File: config.mk
export PLATFORM = sky130hd
export DESIGN_NAME = khpi_ctrl
export DESIGN_NICKNAME = d
export VERILOG_FILES = /design/src/rtl/khpi_pkg.sv /design/src/rtl/khpi_ctrl.sv
export SDC_FILE = /design/constraint.sdc
export NUM_CORES = 1
export LEC_CHECK = 0
export BUFFER_PORTS_ARGS = -buffer_cell sky130_fd_sc_hd__buf_2
export CAP_MARGIN = 5
export CELL_PAD_IN_SITES_DETAIL_PLACEMENT = 1
export CELL_PAD_IN_SITES_GLOBAL_PLACEMENT = 1
export CORE_AREA = 2 2 67 75
export CTS_BUF_LIST = sky130_fd_sc_hd__clkbuf_16
export DETAILED_ROUTE_END_ITERATION = 10
export DIE_AREA = 0 0 69 77
export PLACE_DENSITY = 0.8
export SLEW_MARGIN = 20
export SYNTH_ARGS = -nofsm -noshare
export SYNTH_HDL_FRONTEND = slang
export SYNTH_SLANG_ARGS = --single-unit
File: constraint.sdc
create_clock -name clk_i -period 2.6 [get_ports clk_i]
set_input_delay 0.26 -clock clk_i [delete_from_list [all_inputs] [get_ports clk_i]]
set_output_delay 0.26 -clock clk_i [all_outputs]
set_load 0.01 [all_outputs]
File: src/rtl/khpi_pkg.sv
// shared types and constants for the keyframe hermite path interpolator
package khpi_pkg;

  localparam int unsigned MAX_KEYS_DEF = 64;
  localparam int unsigned DATA_W       = 32;
  localparam int unsigned SLOT_W       = 6;
  localparam int unsigned SEG_W        = 6;
  localparam int unsigned PARAM_W      = 17;
  localparam int unsigned KCOUNT_W     = 7;
  localparam int unsigned KEY_WORDS    = 9;
  localparam int unsigned KEY_DATA_W   = KEY_WORDS * DATA_W;

  localparam logic [KCOUNT_W-1:0] KCOUNT_RST = 7'd2;
  localparam logic [PARAM_W-1:0]  PARAM_ONE  = 17'h10000;

  // sequencing lengths
  localparam int unsigned FETCH_STEPS = 3;
  localparam int unsigned DIV_STEPS   = 16;
  localparam int unsigned BASIS_STEPS = 3;
  localparam int unsigned DOT_TERMS   = 12;

  // func codes
  localparam logic FUNC_LOAD  = 1'b0;
  localparam logic FUNC_QUERY = 1'b1;

  // controller to datapath commands
  typedef struct packed {
    logic       load_t;
    logic       scan_eval;
    logic       scan_first;
    logic       scan_last;
    logic       fetch_lo;
    logic       fetch_hi;
    logic       cap0;
    logic       cap1;
    logic       prep;
    logic       div_step;
    logic       u2_step;
    logic       u3_step;
    logic       h_step;
    logic       mul_en;
    logic [3:0] mul_idx;
    logic       acc_en;
  } cmd_t;

endpackage

File: src/rtl/khpi_ctrl.sv
// controller state machine for the keyframe hermite path interpolator
module khpi_ctrl #(
  parameter int unsigned MaxKeys = khpi_pkg::MAX_KEYS_DEF,
  localparam int unsigned AddrW = $clog2(MaxKeys)
) (
  input  logic                          clk_i,
  input  logic                          rst_ni,
  input  logic                          start_i,
  input  logic                          func_i,
  input  logic                          cfg_valid_i,
  input  logic [khpi_pkg::KCOUNT_W-1:0] cfg_data_i,
  output logic                          cfg_ready_o,
  output logic                          busy_o,
  output logic                          done_o,
  output khpi_pkg::cmd_t                cmd_o,
  output logic [AddrW-1:0]              scan_addr_o
);
  import khpi_pkg::*;

  localparam int unsigned CntNW = $clog2(MaxKeys + 1);
  localparam int unsigned CntW  = (CntNW > 5) ? CntNW : 5;

  typedef enum logic [7:0] {
    ST_IDLE  = 8'b0000_0001,
    ST_SCAN  = 8'b0000_0010,
    ST_FETCH = 8'b0000_0100,
    ST_PREP  = 8'b0000_1000,
    ST_DIV   = 8'b0001_0000,
    ST_BASIS = 8'b0010_0000,
    ST_DOT   = 8'b0100_0000,
    ST_DONE  = 8'b1000_0000
  } state_e;

  state_e              state_q, state_d;
  logic [CntW-1:0]     cnt_q, cnt_d;
  logic [KCOUNT_W-1:0] kcount_q;
  logic [CntW-1:0]     n_keys;

  // key count register, ready only while idle with no transaction offered
  assign cfg_ready_o = (state_q == ST_IDLE) && !start_i;

  always_ff @(posedge clk_i or negedge rst_ni) begin
    if (!rst_ni) begin
      kcount_q <= KCOUNT_RST;
    end else if (cfg_valid_i && cfg_ready_o) begin
      kcount_q <= cfg_data_i;
    end
  end

  // keys in use, clamped to [2, MaxKeys]
  always_comb begin
    if (kcount_q < KCOUNT_W'(2)) begin
      n_keys = CntW'(2);
    end else if (int'(kcount_q) > int'(MaxKeys)) begin
      n_keys = CntW'(MaxKeys);
    end else begin
      n_keys = CntW'(kcount_q);
    end
  end

  // next state and commands
  always_comb begin
    state_d     = state_q;
    cnt_d       = cnt_q;
    cmd_o       = '0;
    scan_addr_o = cnt_q[AddrW-1:0];
    case (state_q)
      ST_IDLE: begin
        if (start_i && (func_i == FUNC_QUERY)) begin
          cmd_o.load_t = 1'b1;
          cnt_d        = '0;
          state_d      = ST_SCAN;
        end
      end
      ST_SCAN: begin
        cmd_o.scan_eval  = (cnt_q != '0);
        cmd_o.scan_first = (cnt_q == CntW'(1));
        cmd_o.scan_last  = (cnt_q == n_keys);
        if (cnt_q == n_keys) begin
          cnt_d   = '0;
          state_d = ST_FETCH;
        end else begin
          cnt_d = cnt_q + CntW'(1);
        end
      end
      ST_FETCH: begin
        cmd_o.fetch_lo = (cnt_q == CntW'(0));
        cmd_o.fetch_hi = (cnt_q == CntW'(1));
        cmd_o.cap0     = (cnt_q == CntW'(1));
        cmd_o.cap1     = (cnt_q == CntW'(FETCH_STEPS - 1));
        if (cnt_q == CntW'(FETCH_STEPS - 1)) begin
          cnt_d   = '0;
          state_d = ST_PREP;
        end else begin
          cnt_d = cnt_q + CntW'(1);
        end
      end
      ST_PREP: begin
        cmd_o.prep = 1'b1;
        cnt_d      = '0;
        state_d    = ST_DIV;
      end
      ST_DIV: begin
        cmd_o.div_step = 1'b1;
        if (cnt_q == CntW'(DIV_STEPS - 1)) begin
          cnt_d   = '0;
          state_d = ST_BASIS;
        end else begin
          cnt_d = cnt_q + CntW'(1);
        end
      end
      ST_BASIS: begin
        cmd_o.u2_step = (cnt_q == CntW'(0));
        cmd_o.u3_step = (cnt_q == CntW'(1));
        cmd_o.h_step  = (cnt_q == CntW'(BASIS_STEPS - 1));
        if (cnt_q == CntW'(BASIS_STEPS - 1)) begin
          cnt_d   = '0;
          state_d = ST_DOT;
        end else begin
          cnt_d = cnt_q + CntW'(1);
        end
      end
      ST_DOT: begin
        cmd_o.mul_en  = (cnt_q < CntW'(DOT_TERMS));
        cmd_o.mul_idx = cnt_q[3:0];
        cmd_o.acc_en  = (cnt_q != '0);
        if (cnt_q == CntW'(DOT_TERMS)) begin
          cnt_d   = '0;
          state_d = ST_DONE;
        end else begin
          cnt_d = cnt_q + CntW'(1);
        end
      end
      ST_DONE: begin
        state_d = ST_IDLE;
      end
      default: begin
        state_d = ST_IDLE;
      end
    endcase
  end

  always_ff @(posedge clk_i or negedge rst_ni) begin
    if (!rst_ni) begin
      state_q <= ST_IDLE;
      cnt_q   <= '0;
    end else begin
      state_q <= state_d;
      cnt_q   <= cnt_d;
    end
  end

  assign busy_o = (state_q != ST_IDLE);
  assign done_o = (state_q == ST_DONE);

  // checks
  a_done_returns_idle: assert property (@(posedge clk_i) disable iff (!rst_ni)
    (state_q == ST_DONE) |=> (state_q == ST_IDLE))
    else $error("result strobe not followed by idle");

  a_query_enters_scan: assert property (@(posedge clk_i) disable iff (!rst_ni)
    (state_q == ST_IDLE && start_i && func_i == FUNC_QUERY)
      |=> (state_q == ST_SCAN && cnt_q == '0))
    else $error("query transaction did not start the scan");

  a_scan_bounded: assert property (@(posedge clk_i) disable iff (!rst_ni)
    (state_q == ST_SCAN) |-> (cnt_q <= n_keys))
    else $error("scan ran past the last key");

  a_load_no_busy: assert property (@(posedge clk_i) disable iff (!rst_ni)
    (!busy_o && start_i && func_i == FUNC_LOAD) |=> !busy_o)
    else $error("load transaction made the block busy");

endmodule

==> impl_summary.txt, run 1 <==
----------------------------------------------------
[Min path]
  Hold/Removal Path Class ... in2reg
  Hold path depth ... 2
  Worst Hold Launch ... cfg_data_i[6]
  Hold worst-path end ... kcount_q[6]$_DFFE_PN0P_

[Routing]
  Remaining antenna violation count ... 0
  Number of design rule violations left after detail routing ... 0
  Router iterations before antenna repair ... 4
  Mean number of vias per cell ... 5.33
  Detailed Route Iter0 Violations ... 49
  Vias post-DR ... 1,451
  Total Routed Length ... 4250 um
  Routed length per placed instance ... 15.6 um

[Floorplan]
  Die width ... 69 um
  IO Count ... 40
  Core Rows ... 26
  Total Die Area ... 0.00531 mm^2
  Std-Cell Core Area ... 0.00455 mm^2
  Chip Height ... 77 um
  Initial Util ... 0.337

[Layout]
  Layout cell share with drive strength beyond 1 ... 0.278
  Layout net count ... 233
  Multi-input logic area ... 882 um^2
  Area taken by flip-flops and latches ... 553 um^2
  Final standard cell area without fillers ... 0.00187 mm^2
  Layout-stage area growth over the synthesis result ... 21.8%
  Most frequent standard cell in the layout excluding fill and tap cells ... sky130_fd_sc_hd__buf_2
  Layout fillers ... 571
  Final cell count without fillers ... 272
  Top library cells by usage in the layout, fill and taps aside ... sky130_fd_sc_hd__buf_2 (39), sky130_fd_sc_hd__nor2_1 (27), sky130_fd_sc_hd__dfrtp_1 (20)
  Antenna Cells ... 0

[Setup path]
  Kind of launch point of the worst setup path ... flip-flop
  Delay of the slowest cell on the worst path ... 0.56 ns
  RR Endpoint ... cnt_q[0]$_DFFE_PN0P_
  Worst EP required ... 2.34 ns
  Reg2Reg Launch Point ... kcount_q[2]$_DFFE_PN0P_
  Cell chain of the critical path ... or4_4 > and3_4 > o32ai_2 > nand3_1 > nor2_1 > buf_2
  Setup slack of the most critical reg-to-reg path ... 0.23 ns
  Endpoint class of the critical path ... primary output
  Maximum fanout along the worst path ... 4
  Slowest CP cell ... sky130_fd_sc_hd__or4_4
  Number of cell instances on the worst register-to-register path ... 6
  Startpoint-to-endpoint class of the critical path ... reg2out
  CP Data Arrival Time ... 2.18 ns

[STA]
  Final period util ... 0.940
  Setup repair after global routing missed its margin ... false
  Final worst clock skew ... 0.00197 ns
  Slew Limit Fails ... 0
  Number of hold violations in the final report ... 0
  Max-Slew Margin vs Limit ... 0.539
  Hold slack final ... 0.208 ns
  Peak Freq ... 409 MHz
  Sum of negative setup slack ... 0 ns
  Number of setup violations in the final report ... 0
  Post-layout minimum cycle time ... 2.44 ns
  Worst Tran Pin Value ... 0.691 ns

[Clocking]
  Clk sink count ... 22
  Root buf cell ... sky130_fd_sc_hd__clkbuf_16
  CTS Buffer Depth ... 2
  Depth of the CTS H-tree ... 1
  CTS tree ... built
  TritonCTS Buffers ... 3
  Gates resized, CTS repair ... 0
  Worst skew pair latency ... 0.26 ns
  Clk slew on worst S/H paths ... 0.06 ns

[Power and ir drop]
  Reported leakage power ... 0.955 nW
  VDD IR-drop max ... 0.447 mV
  Power density of the placed cells ... 775 mW/mm^2
  Post-route total power ... 0.00145 W

[Global route]
  Grt total ovfl ... 0
  Vias in the first global route ... 1,544
  Global-route wire length before repair ... 7080 um
  Largest net degree at the start of global routing ... 23
  Total track usage ... 0.165
  Number of antenna violations at the first check in global routing ... 0

[Outcome]
  Outcome ... complete, no violations

[Placement]
  Gpl congestion ... 0.903
  Final HPWL DP ... 3330 um
  Area after DPL ... 0.00178 mm^2
  Placed Cells incl. Taps ... 267
  # port buffers ... 39

[Synthesis]
  Number of warnings printed during yosys synthesis ... 0
  Post-Synthesis Mean Instance Area ... 8.78 um^2
  Part of the Yosys area used for sequential elements ... 0.360
  Number of enable-type register cells in the synthesized netlist ... 0
  Area of the mapped netlist ... 0.00154 mm^2
  Dominant synthesized flop cell ... sky130_fd_sc_hd__dfrtp_1
  Async set-or-reset flop fraction in the synthesized netlist ... 1.00
  Number of instances in the synthesized netlist ... 175
  Net count after synthesis ... 191
  Netlist cell types ... 43
  Flop and latch count out of synthesis ... 22

[Run]
  Max capacitance violation total ... 0

----------------------------------------------------
==> final cells by class <==
class	instances	area share
Clock buffer	3	0.0401
Tap cell	56	0.0374
Inverter	6	0.0120
Sequential cell	22	0.295
Clock inverter	1	0.00201
Timing Repair Buffer	48	0.142
Multi-Input combinational cell	136	0.471
==> power breakdown <==
group / switching [W] / total (W) / leakage (nW) / internal (W)
Sequential: 0.000101 / 0.000535 / 0.286 / 0.000434
Combinational: 0.000329 / 0.000584 / 0.631 / 0.000255
Clock: 0.000127 / 0.000332 / 0.0385 / 0.000206
==> Yosys cell counts, drive strengths merged (2+ instances only) <==
library cell  instances  area, um^2
o32ai                 3        33.8
clkbuf                2        7.51
nand4b                3        26.3
nand2b                3        18.8
mux2                  8        90.1
and2                  6        37.5
a2111oi               2        36.3
nand4                 3        18.8
nand2                19        71.3
nor3                  6        30.0
dfstp                 2        52.6
or2                   4        25.0
a32oi                 2        17.5
inv                   6        22.5
nor2b                 4        25.0
nand3                 9        45.0
o22ai                 6        37.5
dfrtp                20         500
a21oi                 3        15.0
o21bai                3        22.5
xor2                  3        26.3
buf                   9        71.3
ha                    4        50.1
nor2                 27         101
and3                  6        42.5
==> logic make-up (layout without fill, tap and decap cells) <==
family | count (synthesis) | in the layout | share of synthesized area
AO/OA/AOI/OAI | 27 | 27 | 0.155
XOR/XNOR | 3 | 3 | 0.0171
adder cells (fa/ha/maj) | 4 | 4 | 0.0326
buffers and inverters | 17 | 58 | 0.0660
flip-flops | 22 | 22 | 0.360
multiplexers | 8 | 8 | 0.0586
AND/OR/NAND/NOR | 94 | 94 | 0.311
==> worst max path at each step <==
stage	from	to	depth (start not counted)
after CTS	kcount_q[2]$_DFFE_PN0P_	cmd_o[15]	6
after floorplan	kcount_q[2]$_DFFE_PN0P_	cnt_q[0]$_DFFE_PN0P_	7
after global routing	kcount_q[2]$_DFFE_PN0P_	cmd_o[15]	6
final	kcount_q[2]$_DFFE_PN0P_	cmd_o[15]	6
after detailed placement	kcount_q[2]$_DFFE_PN0P_	cnt_q[0]$_DFFE_PN0P_	6
after global placement	kcount_q[2]$_DFFE_PN0P_	cnt_q[0]$_DFFE_PN0P_	6
==> worst max-delay path: cells and delay by family, from the launching register on <==
family / cells / cell delay, ns
AOI/OAI and AO/OA: 1 / 0.31
buffers and inverters: 1 / 0.14
DFF: 1 / 0.42
and+or+nand+nor: 4 / 1.06
==> repair_timing <==
| action | in CTS | in global routing |
|---|---|---|
| buffers inserted | 0 | 0 |
| hold buffers | 1 | 0 |
| hold endpoints to repair | 20 | 0 |
==> metrics by stage <==
step	utilization	setup WS, ns
after global placement	0.391	0.321
after floorplan	-	0.264
after global routing	0.411	0.0834
after detailed placement	0.391	0.241
after CTS	0.411	0.145
final	0.411	0.156
==> sequential cells by signal, indices dropped and copies added (netlist names) <==
register,flops
kcount_q,7
cnt_q,7
state_q,8
==> metal layers <==
metal  GRT usage  part of all wire
met4      0.0588             0.019
met3      0.0302             0.039
met2       0.314              0.54
met5           0                 0
met1       0.180              0.40
Note: power is estimated with default switching activity, not from simulation.
==> run 2, diff against run 1 <==
Settings changed: CORE_AREA 2 2 67 75 to 2 2 70 72, DIE_AREA 0 0 69 77 to 0 0 72 74.
==> impl_summary.txt, run 2 (synthesis gave the netlist of run 1 again) <==
----------------------------------------------------
[Outcome]
  Outcome ... complete, no violations

[Floorplan]
  Total Die Area ... 0.00533 mm^2 (+0.28%)
  Initial Util ... 0.334 (-0.00321)
  Core Rows ... 25 (-3.8%)
  Std-Cell Core Area ... 0.00460 mm^2 (+0.96%)
  IO Count ... 40 (unchanged)
  Chip Height ... 74 um (-3.9%)
  Die width ... 72 um (+4.3%)

[Min path]
  Worst Hold Launch ... cfg_data_i[3]
  Hold path depth ... 2 (unchanged)
  Hold worst-path end ... kcount_q[3]$_DFFE_PN0P_
  Hold/Removal Path Class ... in2reg

[Layout]
  Antenna Cells ... 0 (unchanged)
  Final cell count without fillers ... 272 (unchanged)
  Most frequent standard cell in the layout excluding fill and tap cells ... sky130_fd_sc_hd__buf_2
  Layout net count ... 235 (+0.86%)
  Layout-stage area growth over the synthesis result ... 22.6%
  Registers with the most flip-flops ... state_q (8), cnt_q (7), kcount_q (7)
  Layout fillers ... 561 (-1.8%)
  Largest register FFs ... 8 (unchanged)
  Layout cell share with drive strength beyond 1 ... 0.284 (+0.00663)
  Register with the most flip-flops ... state_q
  Top library cells by usage in the layout, fill and taps aside ... sky130_fd_sc_hd__buf_2 (39), sky130_fd_sc_hd__nor2_1 (27), sky130_fd_sc_hd__dfrtp_1 (20)
  Final standard cell area without fillers ... 0.00188 mm^2 (+0.67%)

[Setup path]
  CP Data Arrival Time ... 2.61 ns (+0.43 ns)
  Number of cell instances on the worst register-to-register path ... 6 (unchanged)
  Startpoint-to-endpoint class of the critical path ... reg2reg
  Setup slack of the most critical reg-to-reg path ... 0.12 ns (-0.11 ns)
  Reg2Reg Launch Point ... kcount_q[2]$_DFFE_PN0P_
  Endpoint class of the critical path ... flip-flop
  RR Endpoint ... cnt_q[0]$_DFFE_PN0P_
  Worst EP required ... 2.74 ns (+0.40 ns)
  Maximum fanout along the worst path ... 7 (+3)
  Kind of launch point of the worst setup path ... flip-flop

[Clocking]
  CTS Buffer Depth ... 2 (unchanged)
  Clk slew on worst S/H paths ... 0.06 ns (about the same)
  Clk sink count ... 22 (unchanged)
  TritonCTS Buffers ... 3 (unchanged)
  Gates resized, CTS repair ... 0 (unchanged)
  Depth of the CTS H-tree ... 1 (unchanged)
  CTS tree ... built
  Root buf cell ... sky130_fd_sc_hd__clkbuf_16
  Post-CTS setup repair buffer count ... 0 (unchanged)
  Worst skew pair latency ... 0.25 ns (about the same)

[STA]
  Max-Slew Margin vs Limit ... 0.549 (+0.0108)
  Final period util ... 0.952 (+0.0121)
  Setup repair after global routing missed its margin ... false
  Peak Freq ... 404 MHz (-1.3%)
  Worst Tran Pin Value ... 0.675 ns (-0.0161 ns)
  Number of setup violations in the final report ... 0 (unchanged)
  Final worst clock skew ... 0.00336 ns (+0.00140 ns)
  Post-layout minimum cycle time ... 2.48 ns (+0.0315 ns)
  Setup WS post-layout ... 0.124 ns (-0.0315 ns)
  Number of hold violations in the final report ... 0 (unchanged)
  Slew Limit Fails ... 0 (unchanged)
  Sum of negative setup slack ... 0 ns (unchanged)

[Routing]
  Vias post-DR ... 1,455 (+0.28%)
  Routed length per placed instance ... 16.2 um (+3.4%)
  Detailed Route Iter0 Violations ... 32 (-35%)
  Mean number of vias per cell ... 5.35 (+0.28%)
  Total Routed Length ... 4400 um (+3.4%)
  Number of design rule violations left after detail routing ... 0 (unchanged)
  Router iterations before antenna repair ... 4 (unchanged)
  Remaining antenna violation count ... 0 (unchanged)

[Placement]
  Gpl congestion ... 0.875 (-3.2%)
  # port buffers ... 39 (unchanged)
  Area after DPL ... 0.00180 mm^2 (+0.70%)
  Placed Cells incl. Taps ... 267 (unchanged)
  Final HPWL DP ... 3520 um (+5.9%)
  Worst slack at placement ... 0.163 ns (-0.0788 ns)

[Global route]
  Vias in the first global route ... 1,475 (-4.5%)
  Global-route wire length before repair ... 7380 um (+4.3%)
  Number of antenna violations at the first check in global routing ... 0 (unchanged)
  Total track usage ... 0.179 (+0.0133)
  Largest net degree at the start of global routing ... 23 (unchanged)
  Grt total ovfl ... 0 (unchanged)

[Run]
  Max capacitance violation total ... 0 (unchanged)

[Power and ir drop]
  Reported leakage power ... 0.965 nW (+1.0%)
  Power density of the placed cells ... 775 mW/mm^2 (about the same)
  VDD IR-drop max ... 0.388 mV (-13%)

----------------------------------------------------
[run 2: cell count changes in the layout (fill, tap and decap cells not counted)]
cell | before | now
sky130_fd_sc_hd__buf_4 | 8 | 10
[run 2: where the power goes]
group          internal [W]  leakage (nW)  switching, W
sequential         0.000434         0.286     0.0000907
clock              0.000205        0.0385      0.000122
combinational      0.000262         0.640      0.000346
total              0.000901         0.965      0.000559
[run 2: worst max path at each step]
| stage | start | to | slack [ns] |
|---|---|---|---|
| 3_5_place_dp | kcount_q[2]$_DFFE_PN0P_ | cnt_q[0]$_DFFE_PN0P_ | 0.16 |
| 5_1_grt | kcount_q[2]$_DFFE_PN0P_ | cnt_q[0]$_DFFE_PN0P_ | 0.04 |
| 4_1_cts | kcount_q[2]$_DFFE_PN0P_ | cnt_q[0]$_DFFE_PN0P_ | 0.13 |
| 3_3_place_gp | kcount_q[2]$_DFFE_PN0P_ | cnt_q[0]$_DFFE_PN0P_ | 0.23 |
| 2_1_floorplan | kcount_q[2]$_DFFE_PN0P_ | cnt_q[0]$_DFFE_PN0P_ | 0.26 |
| 6_report | kcount_q[2]$_DFFE_PN0P_ | cnt_q[0]$_DFFE_PN0P_ | 0.12 |
[run 2: through the flow]
step,util,total power [W],hold slack [ns]
final,0.410,0.00146,0.222
after global routing,0.410,0.00157,0.224
after CTS,0.410,0.00148,0.221
after detailed placement,0.390,0.00114,0.252
after global placement,0.390,0.00111,0.247
after floorplan,-,0.000937,-0.0356
[run 2: cell type report]
type,count,area [um^2],share of cell area
inverter,6,22.5,0.0120
clock inverter,1,3.75,0.00199
clock buffer,3,75.1,0.0398
multi-input combinational,136,882,0.468
timing repair buffer,50,280,0.149
sequential,22,553,0.293
tap,54,67.6,0.0359
[run 2: layer usage]
metal / track usage / routed length [um] / vias to the layer above
li1: - / - / 709
met1: 0.232 / 1990 / 710
met2: 0.319 / 2230 / 30
met3: 0.0122 / 105 / 6
met4: 0.0587 / 70 / 0
met5: 0 / 0 / -
[run 2: critical path, cell delays in order (launching register included)]
cell and delay (ns):
sky130_fd_sc_hd__dfrtp_1 0.42, sky130_fd_sc_hd__or4_4 0.57, sky130_fd_sc_hd__and3_4 0.20, sky130_fd_sc_hd__o32ai_2 0.31
sky130_fd_sc_hd__a31oi_2 0.21, sky130_fd_sc_hd__or2_1 0.36, sky130_fd_sc_hd__mux2_2 0.29
[run 2: repair_timing]
action,4_1_cts,5_1_grt
hold buffers,1,0
endpoints found under the setup margin,0,0
hold endpoints to repair,20,0
==> run 3, diff against run 2 <==
Settings changed: CORE_AREA 2 2 70 72 to 2 2 73 68, DIE_AREA 0 0 72 74 to 0 0 75 70, PLACE_DENSITY 0.8 to 0.81.
==> impl_summary.txt, run 3 (synthesis gave the netlist of run 1 again) <==
----------------------------------------------------
[Global route]
  Largest net degree at the start of global routing ... 23 (unchanged)
  Global-route wire length before repair ... 6970 um (-5.6%)
  Vias in the first global route ... 1,422 (-3.6%)
  Total track usage ... 0.170 (-0.00891)
  Number of antenna violations at the first check in global routing ... 0 (unchanged)
  Grt total ovfl ... 0 (unchanged)

[Placement]
  Gpl congestion ... 0.855 (-2.3%)
  Worst slack at placement ... 0.163 ns (+0.000825 ns)
  # port buffers ... 39 (unchanged)
  Placed Cells incl. Taps ... 274 (+2.6%)
  Final HPWL DP ... 3320 um (-5.7%)

[Clocking]
  Clk slew on worst S/H paths ... 0.06 ns (about the same)
  Post-CTS setup repair buffer count ... 0 (unchanged)
  TritonCTS Buffers ... 3 (unchanged)
  Root buf cell ... sky130_fd_sc_hd__clkbuf_16
  CTS tree ... built
  Depth of the CTS H-tree ... 1 (unchanged)
  CTS Buffer Depth ... 2 (unchanged)
  Clk sink count ... 22 (unchanged)
  Worst skew pair latency ... 0.25 ns (about the same)
  Gates resized, CTS repair ... 0 (unchanged)

[Routing]
  Vias post-DR ... 1,441 (-0.96%)
  Router iterations before antenna repair ... 4 (unchanged)
  Mean number of vias per cell ... 5.16 (-3.4%)
  Total Routed Length ... 4190 um (-4.7%)
  Detailed Route Iter0 Violations ... 26 (-19%)
  Routed length per placed instance ... 15.0 um (-7.1%)
  Number of design rule violations left after detail routing ... 0 (unchanged)
  Remaining antenna violation count ... 0 (unchanged)

[STA]
  Number of hold violations in the final report ... 0 (unchanged)
  Worst Tran Pin Value ... 0.663 ns (-0.0118 ns)
  Slew Limit Fails ... 0 (unchanged)
  Final worst clock skew ... 0.00412 ns (+0.000759 ns)
  Setup repair after global routing missed its margin ... false
  Number of setup violations in the final report ... 0 (unchanged)
  Setup WS post-layout ... 0.141 ns (+0.0170 ns)
  Final period util ... 0.946 (-0.00654)
  Post-layout minimum cycle time ... 2.46 ns (-0.0170 ns)
  Max-Slew Margin vs Limit ... 0.557 (+0.00791)
  Sum of negative setup slack ... 0 ns (unchanged)
  Peak Freq ... 407 MHz (+0.69%)

[Outcome]
  Outcome ... complete, no violations

[Layout]
  Registers with the most flip-flops ... state_q (8), cnt_q (7), kcount_q (7)
  Multi-input logic area ... 882 um^2 (unchanged)
  Register with the most flip-flops ... state_q
  Top library cells by usage in the layout, fill and taps aside ... sky130_fd_sc_hd__buf_2 (39), sky130_fd_sc_hd__nor2_1 (27), sky130_fd_sc_hd__dfrtp_1 (20)
  Layout-stage area growth over the synthesis result ... 21.6%
  Layout net count ... 231 (-1.7%)
  Final cell count without fillers ... 279 (+2.6%)
  Most frequent standard cell in the layout excluding fill and tap cells ... sky130_fd_sc_hd__buf_2
  Antenna Cells ... 0 (unchanged)
  Layout cell share with drive strength beyond 1 ... 0.271 (-0.0134)
  Layout fillers ... 572 (+2.0%)
  Area taken by flip-flops and latches ... 553 um^2 (unchanged)
  Largest register FFs ... 8 (unchanged)

[Min path]
  Worst Hold Launch ... cfg_data_i[0]
  Hold/Removal Path Class ... in2reg

[Floorplan]
  IO Count ... 40 (unchanged)
  Std-Cell Core Area ... 0.00459 mm^2 (about the same)
  Initial Util ... 0.334 (about the same)
  Total Die Area ... 0.00525 mm^2 (-1.5%)
  Core Rows ... 24 (-4.0%)
  Chip Height ... 70 um (-5.4%)
  Die width ... 75 um (+4.2%)

[Power and ir drop]
  Power share of the clock group ... 0.225 (about the same)
  Power density of the placed cells ... 765 mW/mm^2 (-1.3%)
  Internal power consumption ... 0.000888 W (-1.5%)
  Net switching fraction of the power ... 0.378 (-0.00453)
  Sequential Power Share ... 0.370 (+0.010)
  VDD IR-drop max ... 0.281 mV (-27%)
  Total net switching power ... 0.000540 W (-3.4%)
  Combinational Power Share ... 0.405 (-0.011)
  Reported leakage power ... 0.948 nW (-1.8%)
  Post-route total power ... 0.00143 W (-2.2%)

[Setup path]
  Delay of the slowest cell on the worst path ... 0.56 ns (about the same)
  Kind of launch point of the worst setup path ... flip-flop
  Slowest CP cell ... sky130_fd_sc_hd__or4_4
  Startpoint-to-endpoint class of the critical path ... reg2reg
  Worst EP required ... 2.73 ns (about the same)
  Reg2Reg Launch Point ... kcount_q[2]$_DFFE_PN0P_
  CP Data Arrival Time ... 2.59 ns (-0.02 ns)
  Maximum fanout along the worst path ... 7 (unchanged)
  CP startpoint ... kcount_q[2]$_DFFE_PN0P_
  Endpoint class of the critical path ... flip-flop
  Cell chain of the critical path ... or4_4 > and3_4 > o32ai_2 > a31oi_2 > or2_1 > mux2_2

[Run]
  Max capacitance violation total ... 0 (unchanged)

----------------------------------------------------
-- run 3: changes by cell type in the layout (fill, tap and decap cells not counted) --
cell,change
sky130_fd_sc_hd__buf_4,-4
-- run 3: layout make-up --
type | instances | area share
repair buffers | 46 | 0.134
multi-input cells | 136 | 0.472
clock buffers | 3 | 0.0402
well taps | 65 | 0.0435
clock inverters | 1 | 0.00201
flip-flops and latches | 22 | 0.296
inverters | 6 | 0.0121
-- run 3: metrics by stage --
step,instance area [um^2],util,hold slack [ns]
2_1_floorplan,1540,-,-0.0356
3_3_place_gp,1780,0.387,0.245
3_5_place_dp,1780,0.387,0.250
4_1_cts,1870,0.407,0.221
5_1_grt,1870,0.407,0.228
6_report,1870,0.407,0.220
-- run 3: path summary, 6_finish.rpt --
| path | to | slack (ns) | depth (start not counted) |
|---|---|---|---|
| setup / recovery | cnt_q[0]$_DFFE_PN0P_ | 0.14 | 6 |
| hold / removal | kcount_q[0]$_DFFE_PN0P_ | 0.22 | 2 |
| setup reg to reg | cnt_q[0]$_DFFE_PN0P_ | 0.14 | 6 |
| hold reg to reg | kcount_q[3]$_DFFE_PN0P_ | 0.56 | 1 |
| min in group asynchronous | kcount_q[4]$_DFFE_PN0P_ | 0.50 | 2 |
| max in group asynchronous | state_q[0]$_DFFE_PN1P_ | 1.75 | 2 |
-- run 3: layer usage --
layer | part of all wire | global-route usage
met1 | 0.46 | 0.230
met2 | 0.50 | 0.289
met3 | 0.035 | 0.0130
met4 | 0.0086 | 0.0397
met5 | 0 | 0
-- run 3: worst max-delay path, delay by kind of cell, from the launching register on --
family	cells	cell delay (ns)
simple gates	3	1.12
compound gates	2	0.51
flops	1	0.42
mux	1	0.29
-- run 3: what timing repair did --
action,CTS,global route
hold buffers,1,0
endpoints found under the setup margin,0,0
hold endpoints to repair,20,0
-- run 3: power by group through the flow --
stage / clock network, W / logic, W / registers (W)
3_5_place_dp: 0 / 0.000581 / 0.000532
4_1_cts: 0.000328 / 0.000586 / 0.000528
5_1_grt: 0.000342 / 0.000647 / 0.000544
3_3_place_gp: 0 / 0.000568 / 0.000523
6_report: 0.000322 / 0.000579 / 0.000528
2_1_floorplan: 0 / 0.000424 / 0.000513
